===== config.mk =====
export PLATFORM = sky130hd
export DESIGN_NAME = u2s_cfg_regs
export DESIGN_NICKNAME = d
export VERILOG_FILES = /design/src/rtl/u2s_pkg.sv /design/src/rtl/u2s_cfg_regs.sv
export SDC_FILE = /design/constraint.sdc
export NUM_CORES = 1
export LEC_CHECK = 0
export ABC_AREA = 1
export BUFFER_PORTS_ARGS = -buffer_cell sky130_fd_sc_hd__buf_2
export CORE_AREA = 10 10 116 92
export CTS_BUF_LIST = sky130_fd_sc_hd__clkbuf_16
export CTS_CLUSTER_DIAMETER = 40
export DETAILED_ROUTE_END_ITERATION = 10
export DIE_AREA = 0 0 126 102
export PLACE_DENSITY = 0.61
export SETUP_SLACK_MARGIN = 0.02
export SLEW_MARGIN = 20
export SYNTH_ARGS = -nofsm -noshare
export SYNTH_HDL_FRONTEND = slang
export SYNTH_SLANG_ARGS = --single-unit

===== constraint.sdc =====
create_clock -name clk -period 0.8 [get_ports clk]
set_input_delay 0.12 -clock clk [delete_from_list [all_inputs] [get_ports clk]]
set_output_delay 0.12 -clock clk [all_outputs]
set_load 0.05 [all_outputs]

===== src/rtl/u2s_pkg.sv =====
// Shared types, codes and constants of the UTF-16 to single-byte converter.
`default_nettype none

package u2s_pkg;

  localparam int PAGE_COUNT_DEF       = 256;
  localparam int BYTE_TABLE_DEPTH_DEF = 65536;
  localparam int COUNT_BITS_DEF       = 24;

  localparam int CFG_AW    = 4;
  localparam int CFG_DW    = 32;
  localparam int FIELD_CW  = 24;
  localparam int FIFO_DEPTH = 8;
  localparam int FIFO_AW    = 3;
  localparam int PUSH_MAX   = 3;

  localparam logic [1:0] KIND_UNIT = 2'd0;
  localparam logic [1:0] KIND_PAGE = 2'd1;
  localparam logic [1:0] KIND_BYTE = 2'd2;

  localparam logic [1:0] MODE_FLAG = 2'd0;
  localparam logic [1:0] MODE_SKIP = 2'd1;
  localparam logic [1:0] MODE_FILL = 2'd2;

  localparam logic [1:0] STAT_OK  = 2'd0;
  localparam logic [1:0] STAT_OVF = 2'd1;
  localparam logic [1:0] STAT_INV = 2'd2;

  localparam logic [1:0] REG_CAPACITY = 2'd0;
  localparam logic [1:0] REG_INITIAL  = 2'd1;
  localparam logic [1:0] REG_MODE     = 2'd2;
  localparam logic [1:0] REG_RBYTE    = 2'd3;

  localparam logic [15:0] HIGH_SURR_FIRST = 16'hD800;
  localparam logic [15:0] HIGH_SURR_LAST  = 16'hDBFF;
  localparam logic [15:0] LOW_SURR_FIRST  = 16'hDC00;
  localparam logic [15:0] LOW_SURR_LAST   = 16'hDFFF;
  localparam logic [15:0] LOW_BYTE_MASK   = 16'h00FF;

  typedef struct packed {
    logic [FIELD_CW-1:0] capacity;
    logic [FIELD_CW-1:0] initial_count;
    logic [1:0]          mode;
    logic [7:0]          rbyte;
  } cfg_t;

  typedef struct packed {
    logic        valid;
    logic [15:0] unit;
    logic        last;
    logic [7:0]  code;
  } unit_t;

  typedef struct packed {
    logic [7:0]          out_byte;
    logic                byte_valid;
    logic                stream_done;
    logic [1:0]          status;
    logic [FIELD_CW-1:0] final_count;
  } res_t;

  typedef struct packed {
    logic [1:0]          n;
    res_t [PUSH_MAX-1:0] ent;
  } push_t;

endpackage

`default_nettype wire


===== src/rtl/u2s_cfg_regs.sv =====
// APB-style configuration register file of the converter.
`default_nettype none

module u2s_cfg_regs (
  input  wire logic                         clk,
  input  wire logic                         rst_n,
  input  wire logic                         psel,
  input  wire logic                         penable,
  input  wire logic                         pwrite,
  input  wire logic [u2s_pkg::CFG_AW-1:0]   paddr,
  input  wire logic [u2s_pkg::CFG_DW-1:0]   pwdata,
  output logic      [u2s_pkg::CFG_DW-1:0]   prdata,
  output logic                              pready,
  output u2s_pkg::cfg_t                     cfg
);
  import u2s_pkg::*;

  cfg_t       cfg_r;
  logic       wr_en;
  logic [1:0] reg_idx;

  assign pready  = 1'b1;
  assign wr_en   = psel && penable && pwrite;
  assign reg_idx = paddr[3:2];
  assign cfg     = cfg_r;

  always_ff @(posedge clk) begin
    if (!rst_n) begin
      cfg_r <= '0;
    end else if (wr_en) begin
      unique case (reg_idx)
        REG_CAPACITY: cfg_r.capacity      <= pwdata[FIELD_CW-1:0];
        REG_INITIAL:  cfg_r.initial_count <= pwdata[FIELD_CW-1:0];
        REG_MODE:     cfg_r.mode          <= pwdata[1:0];
        REG_RBYTE:    cfg_r.rbyte         <= pwdata[7:0];
        default:      cfg_r               <= cfg_r;
      endcase
    end
  end

  always_comb begin
    unique case (reg_idx)
      REG_CAPACITY: prdata = CFG_DW'(cfg_r.capacity);
      REG_INITIAL:  prdata = CFG_DW'(cfg_r.initial_count);
      REG_MODE:     prdata = CFG_DW'(cfg_r.mode);
      REG_RBYTE:    prdata = CFG_DW'(cfg_r.rbyte);
      default:      prdata = '0;
    endcase
  end

endmodule

`default_nettype wire


# After elaboration in Yosys (flattened, before gate mapping)
# Cells that the tools add are included.
[word_totals]
reg_bits = 58
memories = 0
mem_bits_ro = 0
latchBits = 0
ram_bits = 0
[op_classes]
n_reduce_logical = 7
muxes = 1
addsub = 0
eq_ne = 3
shifts = 0
n_bitwise = 0
div_mod_pow = 0
order_cmp = 0
multipliers = 0
[ops]
columns = ["cell", "n"]
rows = [
  ["32-bit case mux with 4 select lines", 1],
  ["2-bit AND reduction", 4],
  ["2-bit == test (second input constant)", 2],
  ["2-bit by 1-bit == test with 1-bit output (second input constant)", 1],
  ["1-bit logical AND", 2],
  ["2-bit logical NOT", 1],
]

# Logic depth before layout (Yosys ltp)
[depth]
depth_word = 3
depth_mapped = 7
mapped_depth_nobuf = 5

# Least setup slack after synthesis
# Ideal clock, no wire load.
[synth_timing]
path_kind = "flip-flop to output port"
startpoint = "register cfg_r (netlist bit cfg[0])"
endpoint = "output port prdata[0] (netlist bit)"
slack_ps = -480
path_buffers = 0
arrival_time_ps = 1160
stages_incl_launch_ff = 3
path_cell_list = "dfxtp_1 nand2_1 nand4_1"
[synth_between]
elab_chain_len = 1
[synth_rtl]
columns = ["item", "line_no", "source"]
rows = [
  ["start, declared", "u2s_cfg_regs.sv:18", "cfg_t cfg_r;"],
  ["start signal, assigned", "u2s_cfg_regs.sv:36", "default: cfg_r <= cfg_r;"],
  ["32-bit case mux with 4 select lines", "u2s_cfg_regs.sv:42", "unique case (reg_idx)"],
  ["end, declared", "u2s_cfg_regs.sv:12", "output logic [u2s_pkg::CFG_DW-1:0] prdata,"],
]
# Every way passes these cells. The select of a mux whose other input is x is not followed.

# Worst setup path in the final report
[layout_timing]
startpoint = "register cfg_r (netlist bit cfg[44])"
endpoint = "output port prdata[10] (netlist bit)"
# Same word-level chain as after synthesis.

==> results.txt <==
The routed wire length is 13.94 mm. Across the VDD grid, the largest voltage drop is 1.071 mV. The floorplan has 29 rows. The final critical-path share of the clock period is 1.473. STA puts the critical path data arrival time at approximately 1.1 ns.

The clock tree skew after final layout came out at 0 ns. For this run, the number of Yosys warnings is 0. The share of power burned in combinational logic is 0.228. Counting flops and latches in the post-synthesis netlist gives slightly below 60. Entering global routing, the biggest net connects 33 pins.

The number of hold-slack violations in the final timing report is 0. The wire length of the first global-routing pass is 18.78 mm. The clock share of power is 0.428. The final reports fail on setup timing. The met2 routing resource usage after global routing came out at 0.3146. Summed over all cells, the static leakage comes to approximately 0.0032 uW. The number of top-level pins came out at 132.

The maximum clock rate came out at between 800 and 900 MHz. The share of synthesized area occupied by flip-flops and latches is 0.4143. The net switching power figure came out at 2433 uW. For this run, global-route usage on met3 was measured as 0.06105. The global routing stage identified its most utilized layer as met2.

The area growth from synthesis to layout is 136.4%. Of all cell types, the one taking the most synthesized area is sky130_fd_sc_hd__dfxtp_1. The run finished, with violations left. The shortest clock period the worst path allows after layout came out at 1.179 ns.

The initial core utilization is 0.3358. Of the post-synthesis cell area, the dominant cell type holds 0.4143. The instance count of the mapped netlist came out at 420. The filler cells instantiated in the layout total 462. The die extent in y came out at 102 um.

The number of clock buffers inserted by TritonCTS is 9. Synthesis instantiated 16 different standard cells from the library. The fraction of final layout cells sized beyond drive strength 1 is 0.6298. The setup total negative slack came out at -21.88 ns. The H-tree was split into 3 levels. Of the total power, the share spent switching nets is 0.2891.

The end-of-flow core utilization came out at 0.7940. The met1 demand-to-capacity share in global routing came out at 0.2063. TritonCTS built the clock tree.

The quantity of hold-fixing buffers added after cts is 0. The TritonCTS sink count is 58. At the later pin of the worst-skew pair, clock insertion delay measures 0.31 ns.

The via count of the first global-routing pass was between 3000 and 4000. The cell area that synthesis handed to floorplanning was 2803 um2. The combined global-route utilization of all metal layers is 0.1784. Using the TritonRoute via totals, the vias-per-cell ratio works out to 4.906. The library cell used as clock root buffer is sky130_fd_sc_hd__clkbuf_16. The clock transition at the registers of the reported paths is 0.05 ns.

STA puts the critical path data required time at 0.68 ns. The first-pass iteration count of the detailed router is 4. STA classifies the critical path endpoint as an output pin. The initial antenna violation count came out at 0. The cell internal power dissipation is 5981 uW. The die width is 126 um. The register with the most flip-flops in the layout has 58 of them.

The floorplan step defined a core boundary enclosing 8346 um2. In the final design database the tool counted 660 nets. The critical path is of the flop to output pin type.

The residual DRC count is 0. The HPWL after detailed placement came out at 7.310 mm. The number of routed nets with antenna violations is 0. The count of max-cap constraint violations is 0. The count of buffers from port buffering is about 110. The diode insertion count for antenna repair came out at 0.

The register share of total power came out at 0.344. The average wire length per cell after detail routing came out at 19.04 um. The largest buffer count on any clock path came out at 2. After synthesis, the cell types taking the most area are sky130_fd_sc_hd__dfxtp_1, sky130_fd_sc_hd__nor2_1, sky130_fd_sc_hd__nand2_1. Setup violations remaining at the end of the flow were counted as 99. The floorplan step defined a die boundary enclosing 12850 um2. A synthesized cell averages 6.673 um2. The detailed router finished its first iteration with 182 violations. Along the worst path, the maximum fanout reaches 2. The weighted congestion at the end of routability-driven global placement came out at 0.8346.

Setup repair after global routing could not meet its margin everywhere. The worst-case setup margin in the final layout came out at -0.3787 ns. Dividing total power by cell area gives a power density of 1270 nW/um2. The post-placement setup slack came out at -0.5514 ns. The total grt overflow came out at 0. The routed layout has approximately 3600 vias. STA classifies the critical path startpoint as a flop. The path class of the tightest hold or removal check is input port to flop.

The final number of max-transition violations came out at 0.
[critical path: stages (launching register included)]
cell and delay [ns]:
sky130_fd_sc_hd__dfxtp_4 0.34, sky130_fd_sc_hd__a22o_4 0.24, sky130_fd_sc_hd__buf_6 0.15
[kinds of logic (layout without fill, tap and decap cells)]
family          count (synthesis)  count (layout)  share of synthesized area
simple gates                  280             280                     0.4156
buf+inv                        64             261                     0.1174
flops                          58              58                     0.4143
compound gates                 16              16                    0.05000
other cells                     2               9                   0.002680
[placed cells by master, fill, tap and decap left out, drive strengths merged]
cell / n
clkbuf: 13
nand3: 65
dfxtp: 58
buf: 213
nand2: 89
nand4: 2
a22o: 16
bufinv: 1
clkinv: 4
conb: 9
nor2: 124
inv: 30
[metrics by stage]
stage	std cells	instance area [um2]	power [uW]	hold WS, ns
final	732	6626	8414	0.1298
after CTS	709	5979	8185	0.1212
after global routing	732	6626	8707	0.1531
after global placement	680	4449	4253	0.4412
after floorplan	427	3383	3876	0.3432
after detailed placement	680	4449	4269	0.4539
[final timing paths]
kind,end,startpoint,cells past startpoint,slack [ns]
worst max-delay path,prdata[10],cfg[44],2,-0.38
worst min-delay path,cfg[24],pwdata[14],5,0.13
worst max register to register,cfg[40],cfg[40],4,-0.05
worst min register to register,cfg[0],cfg[0],2,0.51
[routing by layer]
| metal | routed length [um] | vias to the layer above |
|---|---|---|
| met5 | 0 | - |
| met3 | 913 | 12 |
| met1 | 5437 | 1741 |
| li1 | - | 1712 |
| met2 | 7447 | 126 |
| met4 | 138 | 0 |
[power groups by stage]
stage	logic, uW	clock network [uW]	registers [uW]
after detailed placement	1320	0	2950
after global routing	2020	3790	2900
after CTS	1630	3660	2900
final	1920	3600	2890
after floorplan	698	0	3180
after global placement	1300	0	2950
[cell usage after synthesis]
master / number
sky130_fd_sc_hd__a22o_1: 16
sky130_fd_sc_hd__dfxtp_1: 58
sky130_fd_sc_hd__nand2_1: 89
sky130_fd_sc_hd__nor2_1: 119
sky130_fd_sc_hd__buf_1: 4
sky130_fd_sc_hd__inv_2: 2
sky130_fd_sc_hd__nor2_4: 2
sky130_fd_sc_hd__buf_4: 20
sky130_fd_sc_hd__inv_1: 26
sky130_fd_sc_hd__nand4_1: 2
sky130_fd_sc_hd__nand3_1: 64
sky130_fd_sc_hd__clkbuf_1: 1
sky130_fd_sc_hd__buf_2: 11
sky130_fd_sc_hd__nand3_2: 1
sky130_fd_sc_hd__nor2_2: 3
sky130_fd_sc_hd__conb_1: 2
[area by class of cell]
cell class	instances	area (um2)	area share
flip-flops and latches	58	1371	0.2069
inverters	28	120.1	0.01813
clock buffers	9	225.2	0.03399
multi-input cells	305	1992	0.3006
well taps	108	135.1	0.02039
repair buffers	217	2729	0.4118
clock inverters	7	53.80	0.008119
[what timing repair did]
action	in CTS	in global routing
gates resized for setup	333	115
hold endpoints to repair	0	0
endpoints found under the setup margin	111	117
pin swaps	44	46
buffers inserted	12	30
gates cloned	1	3
No activity file was read; power rests on OpenSTA's default activity.
