==> src/rtl/u2s_pkg.sv <==
// Shared types, codes and constants of the UTF-16 to single-byte converter.
`default_nettype none

package u2s_pkg;

  localparam int PAGE_COUNT_DEF       = 256;
  localparam int BYTE_TABLE_DEPTH_DEF = 65536;
  localparam int COUNT_BITS_DEF       = 24;

  localparam int CFG_AW    = 4;
  localparam int CFG_DW    = 32;
  localparam int FIELD_CW  = 24;
  localparam int FIFO_DEPTH = 8;
  localparam int FIFO_AW    = 3;
  localparam int PUSH_MAX   = 3;

  localparam logic [1:0] KIND_UNIT = 2'd0;
  localparam logic [1:0] KIND_PAGE = 2'd1;
  localparam logic [1:0] KIND_BYTE = 2'd2;

  localparam logic [1:0] MODE_FLAG = 2'd0;
  localparam logic [1:0] MODE_SKIP = 2'd1;
  localparam logic [1:0] MODE_FILL = 2'd2;

  localparam logic [1:0] STAT_OK  = 2'd0;
  localparam logic [1:0] STAT_OVF = 2'd1;
  localparam logic [1:0] STAT_INV = 2'd2;

  localparam logic [1:0] REG_CAPACITY = 2'd0;
  localparam logic [1:0] REG_INITIAL  = 2'd1;
  localparam logic [1:0] REG_MODE     = 2'd2;
  localparam logic [1:0] REG_RBYTE    = 2'd3;

  localparam logic [15:0] HIGH_SURR_FIRST = 16'hD800;
  localparam logic [15:0] HIGH_SURR_LAST  = 16'hDBFF;
  localparam logic [15:0] LOW_SURR_FIRST  = 16'hDC00;
  localparam logic [15:0] LOW_SURR_LAST   = 16'hDFFF;
  localparam logic [15:0] LOW_BYTE_MASK   = 16'h00FF;

  typedef struct packed {
    logic [FIELD_CW-1:0] capacity;
    logic [FIELD_CW-1:0] initial_count;
    logic [1:0]          mode;
    logic [7:0]          rbyte;
  } cfg_t;

  typedef struct packed {
    logic        valid;
    logic [15:0] unit;
    logic        last;
    logic [7:0]  code;
  } unit_t;

  typedef struct packed {
    logic [7:0]          out_byte;
    logic                byte_valid;
    logic                stream_done;
    logic [1:0]          status;
    logic [FIELD_CW-1:0] final_count;
  } res_t;

  typedef struct packed {
    logic [1:0]          n;
    res_t [PUSH_MAX-1:0] ent;
  } push_t;

endpackage

`default_nettype wire

==> src/rtl/u2s_out_fifo.sv <==
// Result queue that takes up to three results per cycle and hands out one.
`default_nettype none

module u2s_out_fifo (
  input  wire logic           clk,
  input  wire logic           rst_n,
  input  wire u2s_pkg::push_t push,
  input  wire logic           out_ready,
  output logic                out_valid,
  output u2s_pkg::res_t       head,
  output logic                space_ok
);
  import u2s_pkg::*;

  res_t               mem_r [FIFO_DEPTH];
  logic [FIFO_AW-1:0] wr_ptr_r, rd_ptr_r;
  logic [FIFO_AW:0]   count_r;
  logic               pop;

  assign out_valid = count_r != '0;
  assign pop       = out_valid && out_ready;
  assign head      = mem_r[rd_ptr_r];
  assign space_ok  = (count_r + (FIFO_AW+1)'(PUSH_MAX)) <= (FIFO_AW+1)'(FIFO_DEPTH);

  always_ff @(posedge clk) begin
    for (int k = 0; k < PUSH_MAX; k++) begin
      if (2'(k) < push.n) begin
        mem_r[wr_ptr_r + FIFO_AW'(k)] <= push.ent[k];
      end
    end
  end

  always_ff @(posedge clk) begin
    if (!rst_n) begin
      wr_ptr_r <= '0;
      rd_ptr_r <= '0;
      count_r  <= '0;
    end else begin
      wr_ptr_r <= wr_ptr_r + FIFO_AW'(push.n);
      rd_ptr_r <= rd_ptr_r + FIFO_AW'(pop);
      count_r  <= count_r + (FIFO_AW+1)'(push.n) - (FIFO_AW+1)'(pop);
    end
  end

  a_no_overrun: assert property (@(posedge clk) disable iff (!rst_n)
    count_r <= (FIFO_AW+1)'(FIFO_DEPTH))
    else $error("result queue overrun");

  a_push_needs_space: assert property (@(posedge clk) disable iff (!rst_n)
    (push.n != 2'd0) |-> space_ok)
    else $error("results pushed without reserved space");

  a_hold_when_idle: assert property (@(posedge clk) disable iff (!rst_n)
    (push.n == 2'd0 && !pop) |=> $stable(count_r))
    else $error("queue level changed without a transaction");

endmodule

`default_nettype wire

==> config.mk <==
export PLATFORM = sky130hd
export DESIGN_NAME = u2s_out_fifo
export DESIGN_NICKNAME = d
export VERILOG_FILES = /design/src/rtl/u2s_pkg.sv /design/src/rtl/u2s_out_fifo.sv
export SDC_FILE = /design/constraint.sdc
export NUM_CORES = 1
export LEC_CHECK = 0
export ABC_CLOCK_PERIOD_IN_PS = 8000
export BUFFER_PORTS_ARGS = -buffer_cell sky130_fd_sc_hd__clkbuf_2
export CORE_ASPECT_RATIO = 0.8
export CORE_MARGIN = 4
export CORE_UTILIZATION = 35
export DETAILED_ROUTE_END_ITERATION = 6
export HOLD_SLACK_MARGIN = 0.1
export PLACE_DENSITY = 0.56
export SLEW_MARGIN = 20
export SYNTH_ARGS = -nofsm -noshare
export SYNTH_HDL_FRONTEND = slang
export SYNTH_SLANG_ARGS = --single-unit
==> constraint.sdc <==
create_clock -name clk -period 8 [get_ports clk]
set_input_delay 0.4 -clock clk [delete_from_list [all_inputs] [get_ports clk]]
set_output_delay 0.4 -clock clk [all_outputs]
set_load 0.02 [all_outputs]
# Word-level counts from Yosys, hierarchy flattened

Memories as Yosys holds them, arrays and structs flattened. A register that Yosys moved wholly into a read port is not among the register bits.
Index checks and enable logic that the tools add are counted.

Add/sub/neg operators: 7
Magnitude comparators: 4
Multiplexer cells: 7
Reduce and logical (&&, ||, !) cells: 2

Operator list:

| cell                                                   | number |
|---|---|
| 2-to-1 mux 1 bit                                       | 6 |
| adder 4 x 2 -> 4 bit                                   | 1 |
| adder 4 x 2 -> 4 bit (second input constant)           | 1 |
| less-or-equal comparator 4 bit (second input constant) | 1 |
| < comparator 1 x 2 -> 1 bit (first input constant)     | 2 |
| nonzero test 4 bit                                     | 1 |
| subtractor 4 x 1 -> 4 bit                              | 1 |
| adder 3 x 1 -> 3 bit                                   | 1 |
| adder 3 x 1 -> 3 bit (second input constant)           | 1 |
| adder 3 x 2 -> 3 bit                                   | 1 |
| adder 3 x 2 -> 3 bit (second input constant)           | 1 |
| 2-to-1 mux 3 bit                                       | 1 |
| < comparator 2 bit (first input constant)              | 1 |
| logical AND 1 bit                                      | 1 |

Register bits: 10
RAM bits: 288
Logic and storage cells: 24
Memories kept: 1

Memories:

| memory | words | width | read ports | clocked after memory_dff | write ports | RTL line           | RTL |
|---|---|---|---|---|---|---|---|
| mem_r  | 8     | 36    | 1          | 1                        | 3           | u2s_out_fifo.sv:15 | `res_t mem_r [FIFO_DEPTH];` |

# Depth between registers and ports, before layout

Gate-level depths: netlist of the first run.

Depth after elaboration: 4
Mapped depth: 11

# Worst setup path before layout of the first run

No wires, ideal clock.

Path kind: reg2reg
Start: reg wr_ptr_r[0]
End: mem mem_r[1][0] (netlist bit), enable pin
Setup time: 439 ps
Arrival time: 2962 ps
Path slack: 4599 ps
Cell stages (with the launch flop): 5
Clock period less this slack: 3401 ps
Cells stage by stage: dfxtp_1 ha_1 or3b_1 clkbuf_1 o2bb2ai_1

RTL lines:

| item                   | RTL line           | RTL |
|---|---|---|
| from (decl)            | u2s_out_fifo.sv:16 | `logic [FIFO_AW-1:0] wr_ptr_r, rd_ptr_r;` |
| from (signal assigned) | u2s_out_fifo.sv:39 | `wr_ptr_r <= wr_ptr_r + FIFO_AW'(push.n);` |
| to (decl)              | u2s_out_fifo.sv:15 |  |

==> impl_metrics.py, run 1 <==
metrics = {
    "run_status": {
        "status": "completed",
    },
    "yosys": {
        "yosys-top-cells-area": "edfxtp_1 (43%), a31oi_1 (9.0%), mux4_2 (8.1%), nor3_1 (7.2%), nand2_1 (5.5%)",
        "yosys-top-cells-count": "nand2_1 (291), nor3_1 (289), a31oi_1 (288), edfxtp_1 (288), o21ai_0 (213)",
        "synth-edff-count": 288,
        "syn_area_per_cell_um2": 9.58,
        "async_flop_share_pct": 0,
        "synth_top_area_cell": "edfxtp_1",
        "synthFlopType": "edfxtp_1",
        "synth_cell_types": 42,
        "synthesis.area_mm2": 0.0200,
        "synth_most_common_cell": "nand2_1",
        "ys_warn_count": 0,
        "ys_ff_latch": 298,
        "syn_inst": 2086,
        "syn_nets": 2209,
        "synth_seq_area_share_pct": 44.3,
        "synth_top_area_share_pct": 43.3,
    },
    "worst_setup_path": {
        "arrival_ns": 4.42,
        "crit_type": "register to register",
        "worstReg2RegStart": "wr_ptr_r[0]",
        "crit_path_start_kind": "register",
        "critPathRequiredTime_ns": 8.19,
        "cp_max_fo": 55,
        "crit_path_end_kind": "register",
        "critPathLaunch": "wr_ptr_r[0]",
    },
    "global_route": {
        "grt_max_degree": 243,
        "grt_pass1_wl_mm": 116,
        "grt_antenna_before_repair": 5,
        "grt_pass1_vias": 17700,
        "grt_usage_pct": 24.7,
        "grt-ovfl-total": 0,
    },
    "die": {
        "num_rows": 78,
        "core_mm2": 0.0566,
        "initial_core_util_pct": 35.3,
        "die-area_mm2": 0.0610,
        "ioPinCount": 151,
        "die_y_um": 222,
        "die_w_um": 275,
    },
    "sta": {
        "period_share_pct": 52.9,
        "whs_ns": 0.156,
        "rsz0062_at_grt": "no",
        "fmax_ghz": 0.236,
        "finalSetupViolCount": 0,
        "fin_crit_ns": 4.23,
        "hold_viol": 0,
        "slew_headroom_pct": 21.0,
        "tns_ns": 0,
        "finClkSkew_ns": 0.0292,
        "tightest_slew_ns": 1.18,
        "drv_slew": 0,
    },
    "cts": {
        "cts_tree": "done",
        "clock_latency_ns": 0.55,
        "ctsResizeCount": 0,
        "cts_hold_buf": 0,
        "root_buffer": "clkbuf_16",
        "clock-sinks": 298,
        "path_clk_slew_ns": 0.06,
        "post-cts-setup-buffers": 0,
        "htreeDepth": 2,
        "cts_buffers": 35,
        "clockBufferDepth": 3,
    },
    "pwr": {
        "ir_worst_vdd_uv": 143,
        "power_density_mw_per_mm2": 249,
        "p_leak_uw": 0.00665,
    },
    "place": {
        "place.gp.congestion": 0.828,
        "post_dp_cell_area_mm2": 0.0209,
        "hpwl_mm": 41.8,
        "numPortBuffers": 150,
    },
    "min_path": {
        "hold_path_startpoint": "rst_n",
        "hold_path_class": "input pin to register",
    },
    "finish": {
        "layout.nets": 2128,
        "final_area_mm2": 0.0220,
        "area_delta_synth_final_pct": 10.1,
        "drive_gt1_share_pct": 18.6,
    },
    "detailed_routing": {
        "drc": 0,
        "drt-total-wl_mm": 77.9,
        "routedWlPerCell_um": 27.9,
        "num_vias": 18600,
        "drtIter0Drc": 3183,
        "drtPass1Iterations": 6,
        "drtAntennaViolNets": 0,
        "viasPerCell": 6.66,
    },
    "job": {
        "drv_cap": 0,
    },
}
## cell usage in the layout (no fill, tap or decap), types with 4 or more instances in the layout
cell / instances
or2_2: 5
o21ai_0: 213
clkinv_1: 7
o21ai_1: 78
clkbuf_1: 7
mux2_2: 37
nor2_1: 5
mux4_2: 72
dfxtp_1: 6
o22ai_4: 6
or2_4: 4
edfxtp_1: 288
nor4bb_1: 26
clkinv_2: 8
nand2_1: 290
a31oi_1: 288
buf_4: 26
and4bb_2: 10
clkbuf_2: 149
ha_1: 7
and4b_1: 72
and4_1: 36
clkbuf_16: 37
inv_1: 15
nor3_1: 289
## power by group
part | internal, µW | switching [µW] | total [µW]
clock network | 938 | 684 | 1620
logic | 580 | 1180 | 1760
registers | 1990 | 124 | 2110
## per-layer routing
layer / up-vias / share of wire (%) / track usage [%]
met3: 180 / 13 / 5.94
met4: 6 / 3.2 / 9.10
li1: 7926 / - / -
met2: 1448 / 44 / 36.3
met1: 9033 / 40 / 35.4
met5: - / 0.050 / 0
## area by class of cell
cell class | count | area, µm²
inverters | 15 | 56.3
diodes | 2 | 5.00
clock inverters | 18 | 156
repair buffers | 181 | 1050
fillers | 5518 | 34600
flip-flops and latches | 298 | 8860
well taps | 760 | 951
clock buffers | 44 | 952
multi-input cells | 1474 | 9970
## critical path: stages, from the launching register on
cell      delay (ns)
dfxtp_4         0.81
ha_4            0.43
nand3b_1        0.76
buf_4           0.60
o22ai_4         0.70
buf_4           0.48
## flip-flops by register name (all words and copies together) (netlist names)
signal,count
mem_r,288
rd_ptr_r,3
wr_ptr_r,3
count_r,4
## final timing paths
check | endpoint | slack, ns | cells after the start
max | mem_r[4][22] | 3.77 | 5
min | wr_ptr_r[0] | 0.16 | 2
max reg2reg | mem_r[4][22] | 3.77 | 5
min reg2reg | rd_ptr_r[2] | 0.51 | 2
## cells by family (layout without fill, tap and decap cells)
| logic type | count (synthesis) | in the layout | synth area share [%] |
|---|---|---|---|
| AOI/OAI and AO/OA | 592 | 592 | 16.7 |
| xor gates and xnor gates | 5 | 5 | 0.257 |
| adders and majority gates | 11 | 11 | 0.751 |
| buffers and inverters | 314 | 258 | 6.93 |
| DFF | 298 | 298 | 44.3 |
| muxes | 111 | 111 | 10.3 |
| other | 0 | 2 | 0 |
| and+or+nand+nor | 755 | 755 | 20.7 |
## per-stage QoR
stage | power (µW) | util [%] | worst slack [ns] | cells
2_1_floorplan | 3280 | - | 4.60 | 2086
3_3_place_gp | 3840 | 36.8 | 3.93 | 2726
3_5_place_dp | 3870 | 36.8 | 3.85 | 2727
4_1_cts | 5460 | 38.8 | 3.79 | 2789
5_1_grt | 5680 | 38.9 | 3.60 | 2792
6_report | 5490 | 38.9 | 3.77 | 2792
(Power assumes the default switching activity.)
==> run 2: changes to the inputs <==
--- a/config.mk
+++ b/config.mk
@@ -5,14 +5,14 @@
 export SDC_FILE = /design/constraint.sdc
 export NUM_CORES = 1
 export LEC_CHECK = 0
-export ABC_CLOCK_PERIOD_IN_PS = 8000
+export ABC_CLOCK_PERIOD_IN_PS = 3500
 export BUFFER_PORTS_ARGS = -buffer_cell sky130_fd_sc_hd__clkbuf_2
 export CORE_ASPECT_RATIO = 0.8
 export CORE_MARGIN = 4
 export CORE_UTILIZATION = 35
 export DETAILED_ROUTE_END_ITERATION = 6
 export HOLD_SLACK_MARGIN = 0.1
-export PLACE_DENSITY = 0.56
+export PLACE_DENSITY = 0.58
 export SLEW_MARGIN = 20
 export SYNTH_ARGS = -nofsm -noshare
 export SYNTH_HDL_FRONTEND = slang
==> constraint.sdc (replaced) <==
create_clock -name clk -period 3.5 [get_ports clk]
set_input_delay 0.175 -clock clk [delete_from_list [all_inputs] [get_ports clk]]
set_output_delay 0.175 -clock clk [all_outputs]
set_load 0.02 [all_outputs]
==> run 2 against run 1 <==
Clock power grew 140%. Worst hold slack got worse by 0.029 ns. Core utilization increased by 1.6 points. Largest power group unchanged. Sequential share of layout area is 1.6 points lower. Non-clock buffer count up 76. Critical path type unchanged. Total power grew 130%. Worst setup slack worse by 3.5 ns. Final cell count rose by 2.9%. Highest routed layer unchanged.
==> impl_metrics.py, run 2 (same netlist as run 1, synthesis figures left out) <==
metrics = {
    "finish": {
        "mostFrequentLayoutCell": "nand2_1",
        "area_delta_synth_final_pct": 14.8,
        "reg_top3": "mem_r: 288 flops, count_r: 4 flops",
        "largest_register": "mem_r",
        "layout.nets": 2205,
        "largest_reg_flops": 288,
        "final_cell_mix": "nand2_1 (290), nor3_1 (289), a31oi_1 (288), edfxtp_1 (288), o21ai_0 (213)",
        "fillers": 5508,
        "drive_gt1_share_pct": 19.9,
    },
    "die": {
        "die_w_um": 275,
        "die_y_um": 222,
        "num_rows": 78,
        "die-area_mm2": 0.0610,
        "initial_core_util_pct": 35.3,
        "ioPinCount": 151,
        "core_mm2": 0.0566,
    },
    "cts": {
        "clock-sinks": 298,
        "clockBufferDepth": 3,
        "cts_buffers": 36,
        "ctsResizeCount": 0,
        "cts_tree": "done",
        "root_buffer": "clkbuf_16",
        "htreeDepth": 2,
        "path_clk_slew_ns": 0.06,
        "post-cts-setup-buffers": 0,
        "clock_latency_ns": 0.56,
        "cts_hold_buf": 41,
    },
    "worst_setup_path": {
        "crit_path_end_kind": "register",
        "critPathMaxStageDelay_ns": 0.86,
        "crit_type": "register to register",
        "worstReg2RegStart": "wr_ptr_r[2]",
        "arrival_ns": 3.67,
        "critPathLaunch": "wr_ptr_r[2]",
        "crit_top_cell": "buf_4",
        "crit_path_start_kind": "register",
        "cp_max_fo": 38,
        "critPathRequiredTime_ns": 3.94,
        "crit_chain": "or2_2 > buf_4 > buf_4 > nor3_1 > a31oi_1 > dlygate4sd3_1",
        "cpMaxStageDelayCell": "dfxtp_1",
    },
    "detailed_routing": {
        "drtIter0Drc": 2683,
        "routedWlPerCell_um": 27.1,
        "drtAntennaViolNets": 0,
        "drtPass1Iterations": 7,
        "drc": 0,
        "drt-total-wl_mm": 77.8,
        "viasPerCell": 6.59,
        "num_vias": 18900,
    },
    "pwr": {
        "ir_worst_vdd_uv": 385,
        "p_leak_uw": 0.00707,
        "power_density_mw_per_mm2": 559,
    },
    "global_route": {
        "grt-ovfl-total": 0,
        "grt_pass1_wl_mm": 116,
        "grt_max_degree": 169,
        "grt_pass1_vias": 18100,
        "grt_antenna_before_repair": 5,
        "grt_usage_pct": 24.7,
    },
    "sta": {
        "tns_ns": 0,
        "fmax_ghz": 0.310,
        "period_share_pct": 92.3,
        "whs_ns": 0.127,
        "drv_slew": 0,
        "rsz0062_at_grt": "no",
        "tightest_slew_ns": 0.924,
        "finalSetupViolCount": 0,
        "fin_crit_ns": 3.23,
        "slew_headroom_pct": 38.4,
        "hold_viol": 0,
        "finClkSkew_ns": 0.0232,
    },
    "min_path": {
        "hold_path_startpoint": "push[25]",
        "hold_path_class": "input pin to register",
    },
    "job": {
        "drv_cap": 0,
    },
    "place": {
        "numPortBuffers": 150,
        "hpwl_mm": 44.9,
        "place.gp.congestion": 0.829,
    },
    "run_status": {
        "status": "completed",
    },
}
==> run 2: cell type report <==
class,count,area (µm²),share of cell area (%)
diodes,4,10.0,0.0436
clock buffers,44,993,4.33
clock inverters,21,186,0.813
inverters,15,56.3,0.246
multi-input cells,1474,9950,43.4
flip-flops and latches,298,8860,38.6
well taps,760,951,4.15
repair buffers,257,1930,8.40
==> run 2: metal layers <==
metal | GRT usage, % | part of all wire (%)
met3 | 6.22 | 13
met4 | 9.03 | 3.4
met1 | 35.0 | 40
met5 | 0 | 0.036
met2 | 36.6 | 44
==> run 2: path summary, 6_finish.rpt <==
path | to | slack [ns] | cells past startpoint
worst min register to register | rd_ptr_r[0] | 0.68 | 3
worst max-delay path | mem_r[2][26] | 0.27 | 6
worst min-delay path | mem_r[7][25] | 0.13 | 3
worst max register to register | mem_r[2][26] | 0.27 | 6
==> run 2: where the power goes <==
group	internal, µW	switching, µW	total (µW)	leakage [µW]
clock	2240	1590	3840	0.000587
sequential	4530	218	4750	0.00276
combinational	1470	2750	4220	0.00372
total	8250	4560	12800	0.00707
==> run 2: through the flow <==
stage | worst slack, ns | utilization [%] | total power, µW | instances | area [µm²]
floorplan | 0.0992 | - | 7510 | 2086 | 20000
global placement | 0.729 | 37.7 | 8890 | 2763 | 21300
detailed placement | 0.687 | 37.7 | 8960 | 2763 | 21300
CTS | 0.306 | 40.5 | 12800 | 2869 | 22900
global route | 0.151 | 40.5 | 13300 | 2871 | 22900
finish | 0.270 | 40.5 | 12800 | 2873 | 22900
==> run 2: critical path, delay by kind of cell, from the launching register on <==
family | cells | cell delay, ns
AND/OR/NAND/NOR | 2 | 0.34
AO/OA/AOI/OAI | 1 | 0.16
buffers and inverters | 3 | 1.71
flip-flops | 1 | 0.86
