`src/rtl/u2s_pkg.sv`:
```
// Shared types, codes and constants of the UTF-16 to single-byte converter.
`default_nettype none

package u2s_pkg;

  localparam int PAGE_COUNT_DEF       = 256;
  localparam int BYTE_TABLE_DEPTH_DEF = 65536;
  localparam int COUNT_BITS_DEF       = 24;

  localparam int CFG_AW    = 4;
  localparam int CFG_DW    = 32;
  localparam int FIELD_CW  = 24;
  localparam int FIFO_DEPTH = 8;
  localparam int FIFO_AW    = 3;
  localparam int PUSH_MAX   = 3;

  localparam logic [1:0] KIND_UNIT = 2'd0;
  localparam logic [1:0] KIND_PAGE = 2'd1;
  localparam logic [1:0] KIND_BYTE = 2'd2;

  localparam logic [1:0] MODE_FLAG = 2'd0;
  localparam logic [1:0] MODE_SKIP = 2'd1;
  localparam logic [1:0] MODE_FILL = 2'd2;

  localparam logic [1:0] STAT_OK  = 2'd0;
  localparam logic [1:0] STAT_OVF = 2'd1;
  localparam logic [1:0] STAT_INV = 2'd2;

  localparam logic [1:0] REG_CAPACITY = 2'd0;
  localparam logic [1:0] REG_INITIAL  = 2'd1;
  localparam logic [1:0] REG_MODE     = 2'd2;
  localparam logic [1:0] REG_RBYTE    = 2'd3;

  localparam logic [15:0] HIGH_SURR_FIRST = 16'hD800;
  localparam logic [15:0] HIGH_SURR_LAST  = 16'hDBFF;
  localparam logic [15:0] LOW_SURR_FIRST  = 16'hDC00;
  localparam logic [15:0] LOW_SURR_LAST   = 16'hDFFF;
  localparam logic [15:0] LOW_BYTE_MASK   = 16'h00FF;

  typedef struct packed {
    logic [FIELD_CW-1:0] capacity;
    logic [FIELD_CW-1:0] initial_count;
    logic [1:0]          mode;
    logic [7:0]          rbyte;
  } cfg_t;

  typedef struct packed {
    logic        valid;
    logic [15:0] unit;
    logic        last;
    logic [7:0]  code;
  } unit_t;

  typedef struct packed {
    logic [7:0]          out_byte;
    logic                byte_valid;
    logic                stream_done;
    logic [1:0]          status;
    logic [FIELD_CW-1:0] final_count;
  } res_t;

  typedef struct packed {
    logic [1:0]          n;
    res_t [PUSH_MAX-1:0] ent;
  } push_t;

endpackage

`default_nettype wire

```
`src/rtl/u2s_stream.sv`:
```
// Stream state and per-unit decision logic producing up to three results.
`default_nettype none

module u2s_stream #(
  parameter int COUNT_BITS = u2s_pkg::COUNT_BITS_DEF
) (
  input  wire logic            clk,
  input  wire logic            rst_n,
  input  wire logic            adv,
  input  wire u2s_pkg::cfg_t   cfg,
  input  wire u2s_pkg::unit_t  s2,
  output u2s_pkg::push_t       push
);
  import u2s_pkg::*;

  localparam int CW = COUNT_BITS;

  logic          in_stream_r, pend_r, err_r, ovf_r;
  logic [CW-1:0] count_r;

  logic          take;
  logic [CW-1:0] cap, cnt_base, p1, p2, cnt_a, cnt_a_p1, cnt_fin;
  logic          pend_base, err_base, ovf_base;
  logic          room0, room1, room_a, fill_en;
  logic          is_high, is_low;
  logic          a_act, a_emit, a_err, a_done;
  logic          b_act, b_lone, b_pend, b_plain, b_bad, b_inv, b_fill, b_err;
  logic          b_conv, b_byte, b_ovf;
  logic          ovf_fin, err_fin, pend_fin;
  logic          v0, v1, v2;
  res_t          e0, e1, e2;

  assign take      = adv && s2.valid;
  assign cap       = CW'(cfg.capacity);
  assign cnt_base  = in_stream_r ? count_r : CW'(cfg.initial_count);
  assign pend_base = in_stream_r && pend_r;
  assign err_base  = in_stream_r && err_r;
  assign ovf_base  = in_stream_r && ovf_r;
  assign p1        = cnt_base + CW'(1);
  assign p2        = cnt_base + CW'(2);
  assign room0     = cnt_base < cap;
  assign room1     = p1 < cap;
  assign fill_en   = (cfg.mode == MODE_FILL) && (cfg.rbyte != 8'd0);

  assign is_high = (s2.unit >= HIGH_SURR_FIRST) && (s2.unit <= HIGH_SURR_LAST);
  assign is_low  = (s2.unit >= LOW_SURR_FIRST) && (s2.unit <= LOW_SURR_LAST);

  assign a_act    = !ovf_base && pend_base;
  assign a_emit   = a_act && fill_en && room0;
  assign a_err    = a_act && is_low && (cfg.mode == MODE_FLAG);
  assign a_done   = a_act && is_low;
  assign cnt_a    = a_emit ? p1 : cnt_base;
  assign cnt_a_p1 = a_emit ? p2 : p1;
  assign room_a   = a_emit ? room1 : room0;

  assign b_act   = !ovf_base && !a_done;
  assign b_lone  = b_act && ((is_high && s2.last) || is_low);
  assign b_pend  = b_act && is_high && !s2.last;
  assign b_plain = b_act && !is_high && !is_low;
  assign b_bad   = b_plain && (s2.code == 8'd0) && (s2.unit != 16'd0);
  assign b_inv   = b_lone || b_bad;
  assign b_fill  = b_inv && fill_en && room_a;
  assign b_err   = b_bad && (cfg.mode == MODE_FLAG);
  assign b_conv  = b_plain && !b_bad;
  assign b_byte  = b_conv && room_a;
  assign b_ovf   = b_conv && !room_a;

  assign cnt_fin  = (b_fill || b_byte) ? cnt_a_p1 : cnt_a;
  assign ovf_fin  = ovf_base || b_ovf;
  assign err_fin  = err_base || a_err || b_err;
  assign pend_fin = ovf_base ? pend_base : b_pend;

  always_comb begin
    e0 = '0;
    e0.out_byte   = cfg.rbyte;
    e0.byte_valid = 1'b1;
    e1 = '0;
    e1.out_byte   = b_fill ? cfg.rbyte : s2.code;
    e1.byte_valid = 1'b1;
    e2 = '0;
    e2.stream_done = 1'b1;
    if (ovf_fin) begin
      e2.status      = STAT_OVF;
      e2.final_count = FIELD_CW'(cnt_fin);
    end else if (err_fin) begin
      e2.status      = STAT_INV;
      e2.final_count = '0;
    end else begin
      e2.status      = STAT_OK;
      e2.final_count = FIELD_CW'(cnt_fin);
    end
  end

  assign v0 = take && a_emit;
  assign v1 = take && (b_fill || b_byte);
  assign v2 = take && s2.last;

  always_comb begin
    push.n      = 2'(v0) + 2'(v1) + 2'(v2);
    push.ent[0] = v0 ? e0 : (v1 ? e1 : e2);
    push.ent[1] = (v0 && v1) ? e1 : e2;
    push.ent[2] = e2;
  end

  always_ff @(posedge clk) begin
    if (!rst_n) begin
      in_stream_r <= 1'b0;
      pend_r      <= 1'b0;
      err_r       <= 1'b0;
      ovf_r       <= 1'b0;
      count_r     <= '0;
    end else if (take) begin
      count_r <= cnt_fin;
      if (s2.last) begin
        in_stream_r <= 1'b0;
        pend_r      <= 1'b0;
        err_r       <= 1'b0;
        ovf_r       <= 1'b0;
      end else begin
        in_stream_r <= 1'b1;
        pend_r      <= pend_fin;
        err_r       <= err_fin;
        ovf_r       <= ovf_fin;
      end
    end
  end

  a_no_byte_after_ovf: assert property (@(posedge clk) disable iff (!rst_n)
    (take && ovf_base) |-> !(v0 || v1))
    else $error("byte result produced after overflow");

  a_count_steps: assert property (@(posedge clk) disable iff (!rst_n)
    (take && !s2.last) |=> (count_r == $past(cnt_base) + CW'($past(v0)) + CW'($past(v1))))
    else $error("byte count does not match emitted bytes");

  a_status_last: assert property (@(posedge clk) disable iff (!rst_n)
    (take && s2.last) |=> !in_stream_r && !pend_r && !ovf_r && !err_r)
    else $error("stream state not cleared at stream end");

endmodule

`default_nettype wire

```
`config.mk`:
```
export PLATFORM = sky130hd
export DESIGN_NAME = u2s_stream
export DESIGN_NICKNAME = d
export VERILOG_FILES = /design/src/rtl/u2s_pkg.sv /design/src/rtl/u2s_stream.sv
export SDC_FILE = /design/constraint.sdc
export NUM_CORES = 1
export LEC_CHECK = 0
export BUFFER_PORTS_ARGS = -buffer_cell sky130_fd_sc_hd__buf_2
export CAP_MARGIN = 10
export CELL_PAD_IN_SITES_DETAIL_PLACEMENT = 1
export CELL_PAD_IN_SITES_GLOBAL_PLACEMENT = 1
export CORE_AREA = 2 2 141 143
export CTS_BUF_LIST = sky130_fd_sc_hd__clkbuf_16
export DETAILED_ROUTE_END_ITERATION = 7
export DIE_AREA = 0 0 143 145
export PLACE_DENSITY = 0.71
export SLEW_MARGIN = 15
export SYNTH_ARGS = -nofsm -noshare
export SYNTH_HDL_FRONTEND = slang
export SYNTH_SLANG_ARGS = --single-unit
```
`constraint.sdc`:
```
create_clock -name clk -period 5.3 [get_ports clk]
set_input_delay 0.53 -clock clk [delete_from_list [all_inputs] [get_ports clk]]
set_output_delay 0.53 -clock clk [all_outputs]
set_load 0.01 [all_outputs]
```
---- Word-level counts from Yosys, hierarchy flattened ----
Index checks and enable logic that the tools add are counted.
W data, S select, Z words.
word-level totals
  bits in registers ....................... 28
  input bits .............................. 87
  output and inout bits ................... 110
  logic and storage cells ................. 80
operators by class
  $add $sub $neg .......................... 4
  order comparisons ....................... 6
  equal/unequal tests ..................... 1
  muxes and demuxes ....................... 16
  reductions and logical operators ........ 48
operators by type and width
  kind                     number
  $mux W36                 3
  $mux W24                 4
  $mux W26                 2
  $lt A24 B24 Y1           2
  $ge A16 B16 Y1 const B   2
  $le A16 B16 Y1 const B   2
  $logic_and A1 B1 Y1      31
  $add A24 B1 Y24 const B  1
  $add A24 B2 Y24 const B  1
  $reduce_bool A16 Y1      1
  $logic_not A8 Y1         1
  $mux W8                  1
  $reduce_bool A8 Y1       1
  $logic_not A1 Y1         7
  $logic_or A1 B1 Y1       6
  $mux W1                  6
  $add A1 B1 Y2            1
  $add A2 B1 Y2            1
  $eq A2 B2 Y1 const B     1
  $logic_not A2 Y1         1

---- Depth between registers and ports, before layout ----
Gate-level depths: netlist (run 1).
  depth after elaboration ................. 19
  depth in mapped cells ................... 22
  gate-level depth less buffers ........... 18

---- Least setup slack after synthesis (run 1) ----
OpenSTA, ideal clock, no wires.
  path kind ............................... reg2out
  start point ............................. reg in_stream_r
  end point ............................... out push[2] in the netlist's numbering
  arrival ................................. 4433 ps
  setup slack ............................. 337 ps
  stages on the path, launching flop included .. 21
  cell sequence ........................... dfxtp_1 > buf_6 > buf_4 > mux2i_1 > inv_1 > ha_1 > and3_1 > and2_1 > clkbuf_1 > nand2_1 > xnor2_1 > ha_1 > a21o_1 > a221oi_1 > nor4bb_2 > o211ai_2 > nor3_2 > buf_6 > o21ai_2 > a2111o_1 > nor2_1
RTL lines
  element                 RTL line           source
  start, declared         u2s_stream.sv:18   logic in_stream_r, pend_r, err_r, ovf_r;
  start signal, assigned  u2s_stream.sv:107  in_stream_r <= 1'b0;
  start signal, assigned  u2s_stream.sv:115  in_stream_r <= 1'b0;
  start signal, assigned  u2s_stream.sv:120  in_stream_r <= 1'b1;
  end, declared           u2s_stream.sv:12   output u2s_pkg::push_t push

==> results.py, run 1 <==
metrics = {
    "cts": {
        "cts_tree": "built",
        "clock_tree.buffer_depth": 2,
        "numCtsBuffers": 3,
        "holdBufCountCts": 0,
        "clock_insertion_delay_worst_skew_ns": 0.28,
        "clock-root-buffer": "clkbuf_16",
        "path_clk_slew_ns": 0.09,
        "cts_htree_levels": 1,
        "cts.sink_count": 28,
    },
    "detailed_routing": {
        "drt_iter0_drc": 316,
        "remaining_drc_errors": 0,
        "wl_met3_microns": 1050,
        "met2WireLength_microns": 11700,
        "num_vias": 6122,
        "wl_met1_microns": 9830,
        "wire_per_inst_microns": 19.4,
        "routed_via_density": 5.15,
        "postRouteWirelength_microns": 23000,
        "postRouteAntennaNets": 0,
        "uppermost_routed_layer": "met4",
        "detail_route.first_pass.iterations": 5,
    },
    "timing": {
        "final-max-slew-violation-count": 0,
        "fmax_ghz": 0.189,
        "setup_viol": 0,
        "min_period_over_period_pct": 99.8,
        "worst-slew-pin-transition_ns": 1.09,
        "finalHoldViolations": 0,
        "fin_setup_tns_ns": 0,
        "clock_skew_ns": 0.00792,
        "timing.hold.ws_ns": 0.471,
        "maxSlewHeadroom_pct": 27.0,
        "period_minus_slack_ns": 5.29,
        "rsz_0062_raised_after_global_routing": "yes",
    },
    "synthesis": {
        "synth_sequential_area_ratio_pct": 11.4,
        "synth_seq_cells": 28,
        "async_reset_ff_share_pct": 0,
        "synthesis.area_per_instance_sq_um": 7.18,
        "post_synth_instance_area_sq_mm": 0.00490,
        "synth.largest_area_cell": "ha_1",
        "post_synth_inst_count": 683,
        "yosys_warnings": 0,
        "synth_common_cells": "nor2_1 (95), ha_1 (48), inv_1 (46)",
        "most_frequent_cell_after_synthesis": "nor2_1",
        "synth-edff-count": 0,
        "synth.lib_cells_used.distinct": 76,
        "synth_largest_type_area_fraction_pct": 12.3,
        "synth_area_leaders": "ha_1 (12%), dfxtp_1 (11%), nor2_1 (7.3%)",
        "synth_flop_cell": "dfxtp_1",
    },
    "floorplan": {
        "placeableCoreArea_sq_mm": 0.0192,
        "floorplan.die.width_microns": 143,
        "design.die.area_sq_mm": 0.0207,
        "die_h_microns": 145,
        "ios": 197,
        "floorplan.initialDensity_pct": 25.5,
        "floorplan.rows": 51,
    },
    "grt": {
        "first_global_vias": 6247,
        "globalRoute.totalOverflow": 0,
        "largest_net_degree_at_the_start_of_global_routing": 32,
        "global_route.usage.total_pct": 20.9,
        "grt_antenna_before_repair": 0,
        "first_pass_grt_wire_length_microns": 34400,
    },
    "pwr": {
        "clockPowerShare_pct": 17.1,
        "vdd_ir_drop_max_mv": 0.130,
        "p_int_uw": 626,
        "combinationalPowerShare_pct": 62.3,
        "p_seq_share_pct": 20.6,
        "pd_cells_mw_per_mm2": 162,
        "switching_power_uw": 523,
        "leakagePower_uw": 0.00330,
        "p_sw_share_pct": 45.5,
    },
    "worst_setup_path": {
        "start_kind": "flop",
        "timing.setup.critical_path_class": "flop to output pin",
        "worst_ep_required_ns": 4.77,
        "cp_max_fo": 15,
        "endpoint_kind": "output pin",
        "worst_ep_arrival_time_ns": 4.76,
    },
    "place": {
        "detailedPlacementHpwl_microns": 18200,
        "placed_cell_areas_sq_mm": 0.00644,
        "number_of_buffer_cells_added_on_primary_ports": 186,
        "gp_congestion": 0.916,
    },
    "final_layout": {
        "final_nets": 1060,
        "stdcell_area_sq_mm": 0.00711,
        "insertedDiodeCount": 0,
        "finish.utilization_pct": 37.0,
        "final_layout_size_suffix_gt1_share_pct": 38.0,
        "area_added_between_synthesis_and_finish_pct": 45.0,
    },
    "status": {
        "result_of_the_run": "complete, no violations",
    },
    "flow_run": {
        "maxCapViolations": 0,
    },
    "min_path": {
        "hold_path_class": "flop to flop",
    },
}
sequential cells by signal (all words and copies together) (netlist names):
signal and count:
in_stream_r 1, count_r 24, err_r 1, ovf_r 1, pend_r 1
layout by cell type (no fill, tap or decap), types with 4 or more instances in the layout:
master,n
dfxtp_1,27
nor2_2,5
nand3_1,42
nand2_1,41
nor3_1,18
a221oi_2,5
inv_1,45
nor2_1,92
a211oi_1,4
a211oi_4,4
xnor2_2,5
or4_1,4
clkbuf_16,4
mux2_2,8
mux2i_1,20
and3b_1,4
buf_12,4
or3_1,9
a22o_1,8
nor4_1,6
buf_4,72
o21ai_0,26
xnor2_1,24
a21o_1,8
nor2b_1,8
o21a_1,5
buf_2,186
nand4_1,11
xor2_1,7
o211ai_1,10
a21oi_1,34
conb_1,10
nand3b_1,8
ha_1,47
o21ai_1,6
and2_1,7
and3_1,9
power by group through the flow:
stage          Combinational (uW)  Sequential, uW  Clock, uW
2_1_floorplan                 372             234          0
3_3_place_gp                  629             239          0
3_5_place_dp                  639             239          0
4_1_cts                       659             234        199
5_1_grt                       773             238        204
6_report                      715             237        197
per-stage QoR:
stage                     setup WS, ns  cells  power (uW)
after global placement         -0.0589   1162         868
final                          0.00907   1188        1150
after global routing            -0.141   1188        1210
after detailed placement        -0.152   1162         879
after floorplan                  0.337    691         606
after CTS                      0.00280   1167        1090
what timing repair did:
action                     4_1_cts  5_1_grt
buffers inserted                 1       20
resized for setup               21       57
setup endpoints to repair       93       93
cloned                           0        1
pin swaps                        3       31
logic make-up (layout without fill, tap and decap cells):
kind of cell             Yosys count  after routing  share of synthesized area (%)
AND/OR/NAND/NOR                  292            292                           30.3
multiplexers                      32             32                           7.00
XOR/XNOR                          37             37                           6.61
AO/OA/AOI/OAI                    156            156                           23.4
flip-flops                        28             28                           11.4
buffers and inverters             87            319                           8.43
other                              2             10                          0.153
adder cells (fa/ha/maj)           49             49                           12.7
path summary, 6_finish.rpt:
| check | endpoint | startpoint | slack [ns] | depth (start not counted) |
|---|---|---|---|---|
| worst min-delay path | count_r[21] | count_r[21] | 0.47 | 2 |
| worst min register to register | count_r[21] | count_r[21] | 0.47 | 2 |
| worst max register to register | count_r[14] | in_stream_r | 0.88 | 19 |
| worst max-delay path | push[57] | in_stream_r | 0.009 | 19 |
final cells by class:
cell class | instances | area (sq um)
sequential | 28 | 564
inverter | 49 | 186
fill | 2406 | 12100
multi-input combinational | 576 | 4340
clock inverter | 1 | 3.75
timing repair buffer | 266 | 1610
clock buffer | 3 | 75.1
tap | 265 | 332
per-layer routing:
metal  track usage, %  vias to the layer above
met2             36.6                      200
met4             5.00                        0
met5                0                        -
met1             27.0                     2958
li1                 -                     2929
met3             2.71                       35
critical path, stage by stage, from the launching register on:
cell	delay (ns)
dfxtp_4	0.42
buf_12	0.17
mux2i_2	0.19
a211o_1	0.33
a21o_1	0.22
nand3b_1	0.21
nor2_2	0.19
xnor2_1	0.08
ha_1	0.32
and4_4	0.26
nand4_1	0.15
a2111o_1	0.45
o211ai_4	0.30
buf_6	0.17
a211o_4	0.17
o21ai_1	0.11
a221oi_2	0.35
buf_4	0.19
nor2_1	0.05
buf_2	0.13
Power figures use the tool's default switching activity.
==> run 2: changes to the inputs <==
--- a/config.mk
+++ b/config.mk
@@ -9,11 +9,11 @@
 export CAP_MARGIN = 10
 export CELL_PAD_IN_SITES_DETAIL_PLACEMENT = 1
 export CELL_PAD_IN_SITES_GLOBAL_PLACEMENT = 1
-export CORE_AREA = 2 2 141 143
-export CTS_BUF_LIST = sky130_fd_sc_hd__clkbuf_16
+export CORE_AREA = 2 2 122 124
+export CTS_BUF_LIST = sky130_fd_sc_hd__clkbuf_4 sky130_fd_sc_hd__clkbuf_8
 export DETAILED_ROUTE_END_ITERATION = 7
-export DIE_AREA = 0 0 143 145
-export PLACE_DENSITY = 0.71
+export DIE_AREA = 0 0 124 126
+export PLACE_DENSITY = 0.89
 export SLEW_MARGIN = 15
 export SYNTH_ARGS = -nofsm -noshare
 export SYNTH_HDL_FRONTEND = slang
==> run 2 against run 1 <==
  * Sequential power hardly changed
  * Highest routed layer unchanged
  * The run now ends with negative setup slack left
  * Cell area is 5.8% higher
  * Via count is 22% higher
  * Power is 10% higher
  * Utilization is 16 points higher
  * Die area is 25% lower
  * Combinational power is 20% higher
  * Worst setup slack worse by 0.42 ns
  * Clock skew is 0.021 ns higher
==> results.py, run 2 (same netlist as run 1, synthesis figures left out) <==
metrics = {
    "final_layout": {
        "finish.utilization_pct": 52.5,
        "multi_input_comb_area_sq_mm": 0.00454,
        "fillers": 1772,
        "most-common-layout-cells": "buf_2 (186), buf_4 (95), nor2_1 (87), ha_1 (47), inv_1 (43)",
        "seqCellArea_sq_um": 564,
        "layout.cells.most_common": "buf_2",
        "registers.top_by_ff_count": "count_r",
        "final_nets": 1093,
        "final_layout_size_suffix_gt1_share_pct": 43.8,
        "area_added_between_synthesis_and_finish_pct": 53.4,
        "largest_register_ff_count": 24,
        "insertedDiodeCount": 0,
    },
    "worst_setup_path": {
        "worst_ep_required_ns": 4.77,
        "timing.setup.critical_path_class": "flop to output pin",
        "worstSetupStartpoint": "in_stream_r",
        "worst_ep_arrival_time_ns": 5.18,
        "reg2reg_to": "count_r[20]",
        "start_kind": "flop",
        "worstReg2RegStart": "in_stream_r",
        "endpoint_kind": "output pin",
        "reg2reg_depth": 20,
        "rrSetupSlack_ns": 0.44,
        "cp_max_fo": 14,
    },
    "cts": {
        "path_clk_slew_ns": 0.15,
        "numCtsBuffers": 3,
        "clock_tree.buffer_depth": 2,
        "clock_insertion_delay_worst_skew_ns": 0.33,
        "cts_tree": "built",
        "cts_htree_levels": 1,
        "cts.sink_count": 28,
        "holdBufCountCts": 0,
        "clock-root-buffer": "clkbuf_8",
    },
    "pwr": {
        "p_int_uw": 642,
        "vdd_ir_drop_max_mv": 0.0886,
        "p_seq_share_pct": 19.0,
        "leakagePower_uw": 0.00354,
        "p_sw_share_pct": 49.2,
        "pd_cells_mw_per_mm2": 168,
        "power.total_uw": 1260,
        "combinationalPowerShare_pct": 67.9,
        "clockPowerShare_pct": 13.2,
        "switching_power_uw": 622,
    },
    "timing": {
        "rsz_0062_raised_after_global_routing": "yes",
        "period_minus_slack_ns": 5.71,
        "setup_slack_ns": -0.412,
        "final-max-slew-violation-count": 0,
        "setup_viol": 93,
        "clock_skew_ns": 0.0289,
        "finalHoldViolations": 0,
        "maxSlewHeadroom_pct": 14.8,
        "min_period_over_period_pct": 108,
        "fmax_ghz": 0.175,
        "worst-slew-pin-transition_ns": 1.27,
    },
    "detailed_routing": {
        "postRouteAntennaNets": 0,
        "postRouteWirelength_microns": 31200,
        "remaining_drc_errors": 0,
        "num_vias": 7454,
        "wl_met3_microns": 3290,
        "uppermost_routed_layer": "met4",
        "wl_met1_microns": 10200,
        "drt_iter0_drc": 882,
        "detail_route.first_pass.iterations": 6,
        "routed_via_density": 6.54,
        "wire_per_inst_microns": 27.4,
        "met2WireLength_microns": 14500,
    },
    "place": {
        "number_of_buffer_cells_added_on_primary_ports": 186,
        "detailedPlacementHpwl_microns": 18000,
        "gp_congestion": 0.955,
    },
    "grt": {
        "first_pass_grt_wire_length_microns": 37900,
        "first_global_vias": 6967,
        "globalRoute.totalOverflow": 0,
        "global_route.usage.total_pct": 31.1,
        "grt_antenna_before_repair": 1,
        "largest_net_degree_at_the_start_of_global_routing": 29,
    },
    "floorplan": {
        "design.die.area_sq_mm": 0.0156,
        "die_h_microns": 126,
        "floorplan.initialDensity_pct": 34.2,
        "floorplan.rows": 44,
        "ios": 197,
        "floorplan.die.width_microns": 124,
        "placeableCoreArea_sq_mm": 0.0143,
    },
    "min_path": {
        "hold_path_depth": 2,
        "hold_start": "count_r[22]",
        "hold_path_class": "flop to flop",
        "hold_path_end": "count_r[22]",
    },
    "status": {
        "violations": "negative setup slack",
        "result_of_the_run": "complete, but fails checks",
    },
    "flow_run": {
        "maxCapViolations": 0,
    },
}
-- run 2: area by class of cell --
class | instances | area share, %
clock buffer | 4 | 0.732
inverter | 49 | 2.53
multi-input combinational | 576 | 60.3
sequential | 28 | 7.51
tap | 184 | 3.06
timing repair buffer | 299 | 25.8
-- run 2: per-layer routing --
| metal | track usage, % | vias up |
|---|---|---|
| met5 | 0 | - |
| met4 | 17.3 | 0 |
| met3 | 6.20 | 305 |
| met2 | 52.7 | 652 |
| met1 | 36.2 | 3500 |
| li1 | - | 2997 |
-- run 2: worst max path at each step --
stage	end
3_3_place_gp	push[46]
6_report	push[2]
3_5_place_dp	push[46]
4_1_cts	push[30]
2_1_floorplan	push[2]
5_1_grt	push[2]
-- run 2: power by group through the flow --
stage	Clock [uW]	Combinational, uW	Sequential [uW]
3_5_place_dp	0	637	240
4_1_cts	157	689	236
3_3_place_gp	0	618	239
6_report	166	858	240
2_1_floorplan	0	372	234
5_1_grt	174	893	240
-- run 2: repair_timing --
item | CTS | global route
pin swaps | 12 | 46
gates resized for setup | 41 | 100
setup buffers | 12 | 40
endpoints found under the setup margin | 93 | 94
gates cloned | 1 | 1
-- run 2: worst max-delay path: stages, from the launching register on --
cell       delay [ns]
dfxtp_4          0.44
buf_12           0.16
buf_16           0.15
nand3b_1         0.25
a221oi_4         0.43
buf_4            0.18
nand2_2          0.09
nor2_1           0.15
xor2_1           0.24
ha_1             0.30
and4_4           0.18
nand4_1          0.13
buf_4            0.16
a2bb2oi_4        0.23
o211ai_4         0.17
nor3_2           0.38
buf_6            0.24
o21ai_2          0.08
a2111o_1         0.50
nor2_1           0.17
buf_2            0.17
-- run 2: metrics by stage --
step / instance area (sq um) / hold WS (ns) / std cells / TNS [ns] / setup slack (ns)
2_1_floorplan: 4930 / 0.432 / 691 / 0 / 0.337
3_3_place_gp: 6360 / 0.444 / 1084 / -0.168 / -0.0602
3_5_place_dp: 6360 / 0.451 / 1084 / -2.55 / -0.224
4_1_cts: 6750 / 0.467 / 1101 / -0.108 / -0.0337
5_1_grt: 7520 / 0.526 / 1140 / -33.39 / -0.628
6_report: 7520 / 0.498 / 1140 / -14.90 / -0.412
==> run 3: changes to the inputs <==
--- a/config.mk
+++ b/config.mk
@@ -13,7 +13,8 @@
 export CTS_BUF_LIST = sky130_fd_sc_hd__clkbuf_4 sky130_fd_sc_hd__clkbuf_8
 export DETAILED_ROUTE_END_ITERATION = 7
 export DIE_AREA = 0 0 124 126
-export PLACE_DENSITY = 0.89
+export PLACE_DENSITY = 0.91
+export SKIP_CTS_REPAIR_TIMING = 1
 export SLEW_MARGIN = 15
 export SYNTH_ARGS = -nofsm -noshare
 export SYNTH_HDL_FRONTEND = slang
==> run 3 against run 2 <==
  * The flow still finishes with violations (negative setup slack)
  * Routed wire length up 1.5%
  * Cell count is essentially flat
  * Sequential power is essentially flat
  * Fmax is 3.7% lower
==> results.py, run 3 (same netlist as run 1, synthesis figures left out) <==
metrics = {
    "status": {
        "result_of_the_run": "complete, but fails checks",
        "violations": "negative setup slack",
    },
    "final_layout": {
        "registers.top_by_ff_count": "count_r",
        "most-common-layout-cells": "buf_2 (181), buf_4 (87), nor2_1 (85), ha_1 (46)",
        "layout.cells.most_common": "buf_2",
        "area_added_between_synthesis_and_finish_pct": 54.7,
        "final_nets": 1093,
        "final_layout_size_suffix_gt1_share_pct": 43.9,
        "largest_register_ff_count": 24,
        "fillers": 1761,
    },
    "flow_run": {
        "maxCapViolations": 0,
    },
    "pwr": {
        "pd_cells_mw_per_mm2": 171,
        "leakagePower_uw": 0.00355,
        "vdd_ir_drop_max_mv": 0.109,
    },
    "grt": {
        "first_pass_grt_wire_length_microns": 33900,
        "global_route.usage.total_pct": 27.6,
        "globalRoute.totalOverflow": 0,
        "grt_antenna_before_repair": 0,
        "largest_net_degree_at_the_start_of_global_routing": 32,
        "first_global_vias": 6392,
    },
    "place": {
        "detailedPlacementHpwl_microns": 18100,
        "gp_congestion": 0.972,
        "number_of_buffer_cells_added_on_primary_ports": 186,
        "pre_cts_ws_ns": -0.257,
    },
    "floorplan": {
        "placeableCoreArea_sq_mm": 0.0143,
        "floorplan.rows": 44,
        "die_h_microns": 126,
        "floorplan.initialDensity_pct": 34.2,
        "floorplan.die.width_microns": 124,
        "ios": 197,
        "design.die.area_sq_mm": 0.0156,
    },
    "timing": {
        "setup_slack_ns": -0.629,
        "period_minus_slack_ns": 5.93,
        "worst-slew-pin-transition_ns": 1.23,
        "rsz_0062_raised_after_global_routing": "yes",
        "final-max-slew-violation-count": 0,
        "setup_viol": 98,
        "timing.hold.ws_ns": 0.510,
        "min_period_over_period_pct": 112,
        "finalHoldViolations": 0,
        "clock_skew_ns": 0.0180,
        "fin_setup_tns_ns": -38.44,
        "fmax_ghz": 0.169,
        "maxSlewHeadroom_pct": 17.9,
    },
    "cts": {
        "path_clk_slew_ns": 0.14,
        "cts_tree": "built",
        "clock_tree.buffer_depth": 2,
        "cts_htree_levels": 1,
        "clock_insertion_delay_worst_skew_ns": 0.33,
        "cts.sink_count": 28,
        "clock-root-buffer": "clkbuf_8",
        "numCtsBuffers": 3,
    },
    "worst_setup_path": {
        "endpoint_kind": "output pin",
        "start_kind": "flop",
        "cp_max_fo": 8,
        "worst_ep_arrival_time_ns": 5.40,
        "worstSetupStartpoint": "in_stream_r",
        "worstReg2RegStart": "in_stream_r",
        "worst_ep_required_ns": 4.77,
        "timing.setup.critical_path_class": "flop to output pin",
    },
    "detailed_routing": {
        "remaining_drc_errors": 0,
        "drt_iter0_drc": 659,
        "wire_per_inst_microns": 27.8,
        "routed_via_density": 6.57,
        "detail_route.first_pass.iterations": 6,
        "num_vias": 7492,
        "postRouteAntennaNets": 0,
        "postRouteWirelength_microns": 31700,
    },
    "min_path": {
        "hold_path_class": "flop to flop",
        "hold_start": "count_r[23]",
    },
}
[run 3: metrics by stage]
step / total power, uW / utilization (%) / area [sq um] / instances
after global routing: 1340 / 53.0 / 7580 / 1140
after global placement: 850 / 44.1 / 6310 / 1079
after detailed placement: 876 / 44.1 / 6310 / 1079
after floorplan: 606 / - / 4930 / 691
after CTS: 1070 / 44.6 / 6380 / 1083
final: 1300 / 53.0 / 7580 / 1141
[run 3: worst max-delay path, stage by stage, from the launching register on]
cell and delay [ns]:
dfxtp_4 0.45, buf_6 0.15, buf_4 0.13, buf_6 0.13, nand3b_1 0.21, a221oi_2 0.41, nand2_2 0.17, buf_6 0.17
nor2_4 0.11, xor2_2 0.29, ha_1 0.29, and4_4 0.20, nand4_1 0.14, buf_4 0.14, a2bb2oi_2 0.27, o211ai_4 0.19
buf_6 0.17, a211oi_4 0.38, mux2i_1 0.16, o211ai_1 0.45, nor2b_1 0.27, buf_2 0.17
[run 3: layer usage]
| layer | GRT usage (%) | vias to the layer above | routed length [microns] |
|---|---|---|---|
| met2 | 48.5 | 701 | 14900 |
| met1 | 34.2 | 3505 | 10500 |
| li1 | - | 2995 | - |
| met4 | 10.6 | 0 | 3200 |
| met3 | 2.85 | 291 | 3080 |
| met5 | 0 | - | 0 |
[run 3: path summary, 6_finish.rpt]
check	end	slack (ns)	depth (start not counted)
setup / recovery	push[10]	-0.63	21
hold / removal	count_r[23]	0.51	2
setup reg to reg	count_r[7]	0.33	20
hold reg to reg	count_r[23]	0.51	2
[run 3: layout make-up]
class,count,area [sq um],area share (%)
Clock inverter,1,30.0,0.396
Tap cell,184,230,3.04
Sequential cell,28,564,7.44
Antenna cell,1,2.50,0.0330
Inverter,49,186,2.46
Timing Repair Buffer,299,2000,26.3
Clock buffer,3,41.3,0.545
Multi-Input combinational cell,576,4530,59.8
[run 3: where the power goes]
group	total, uW	switching (uW)	internal [uW]
sequential	240	17.2	223
clock	203	101	102
combinational	857	504	353
total	1300	622	678
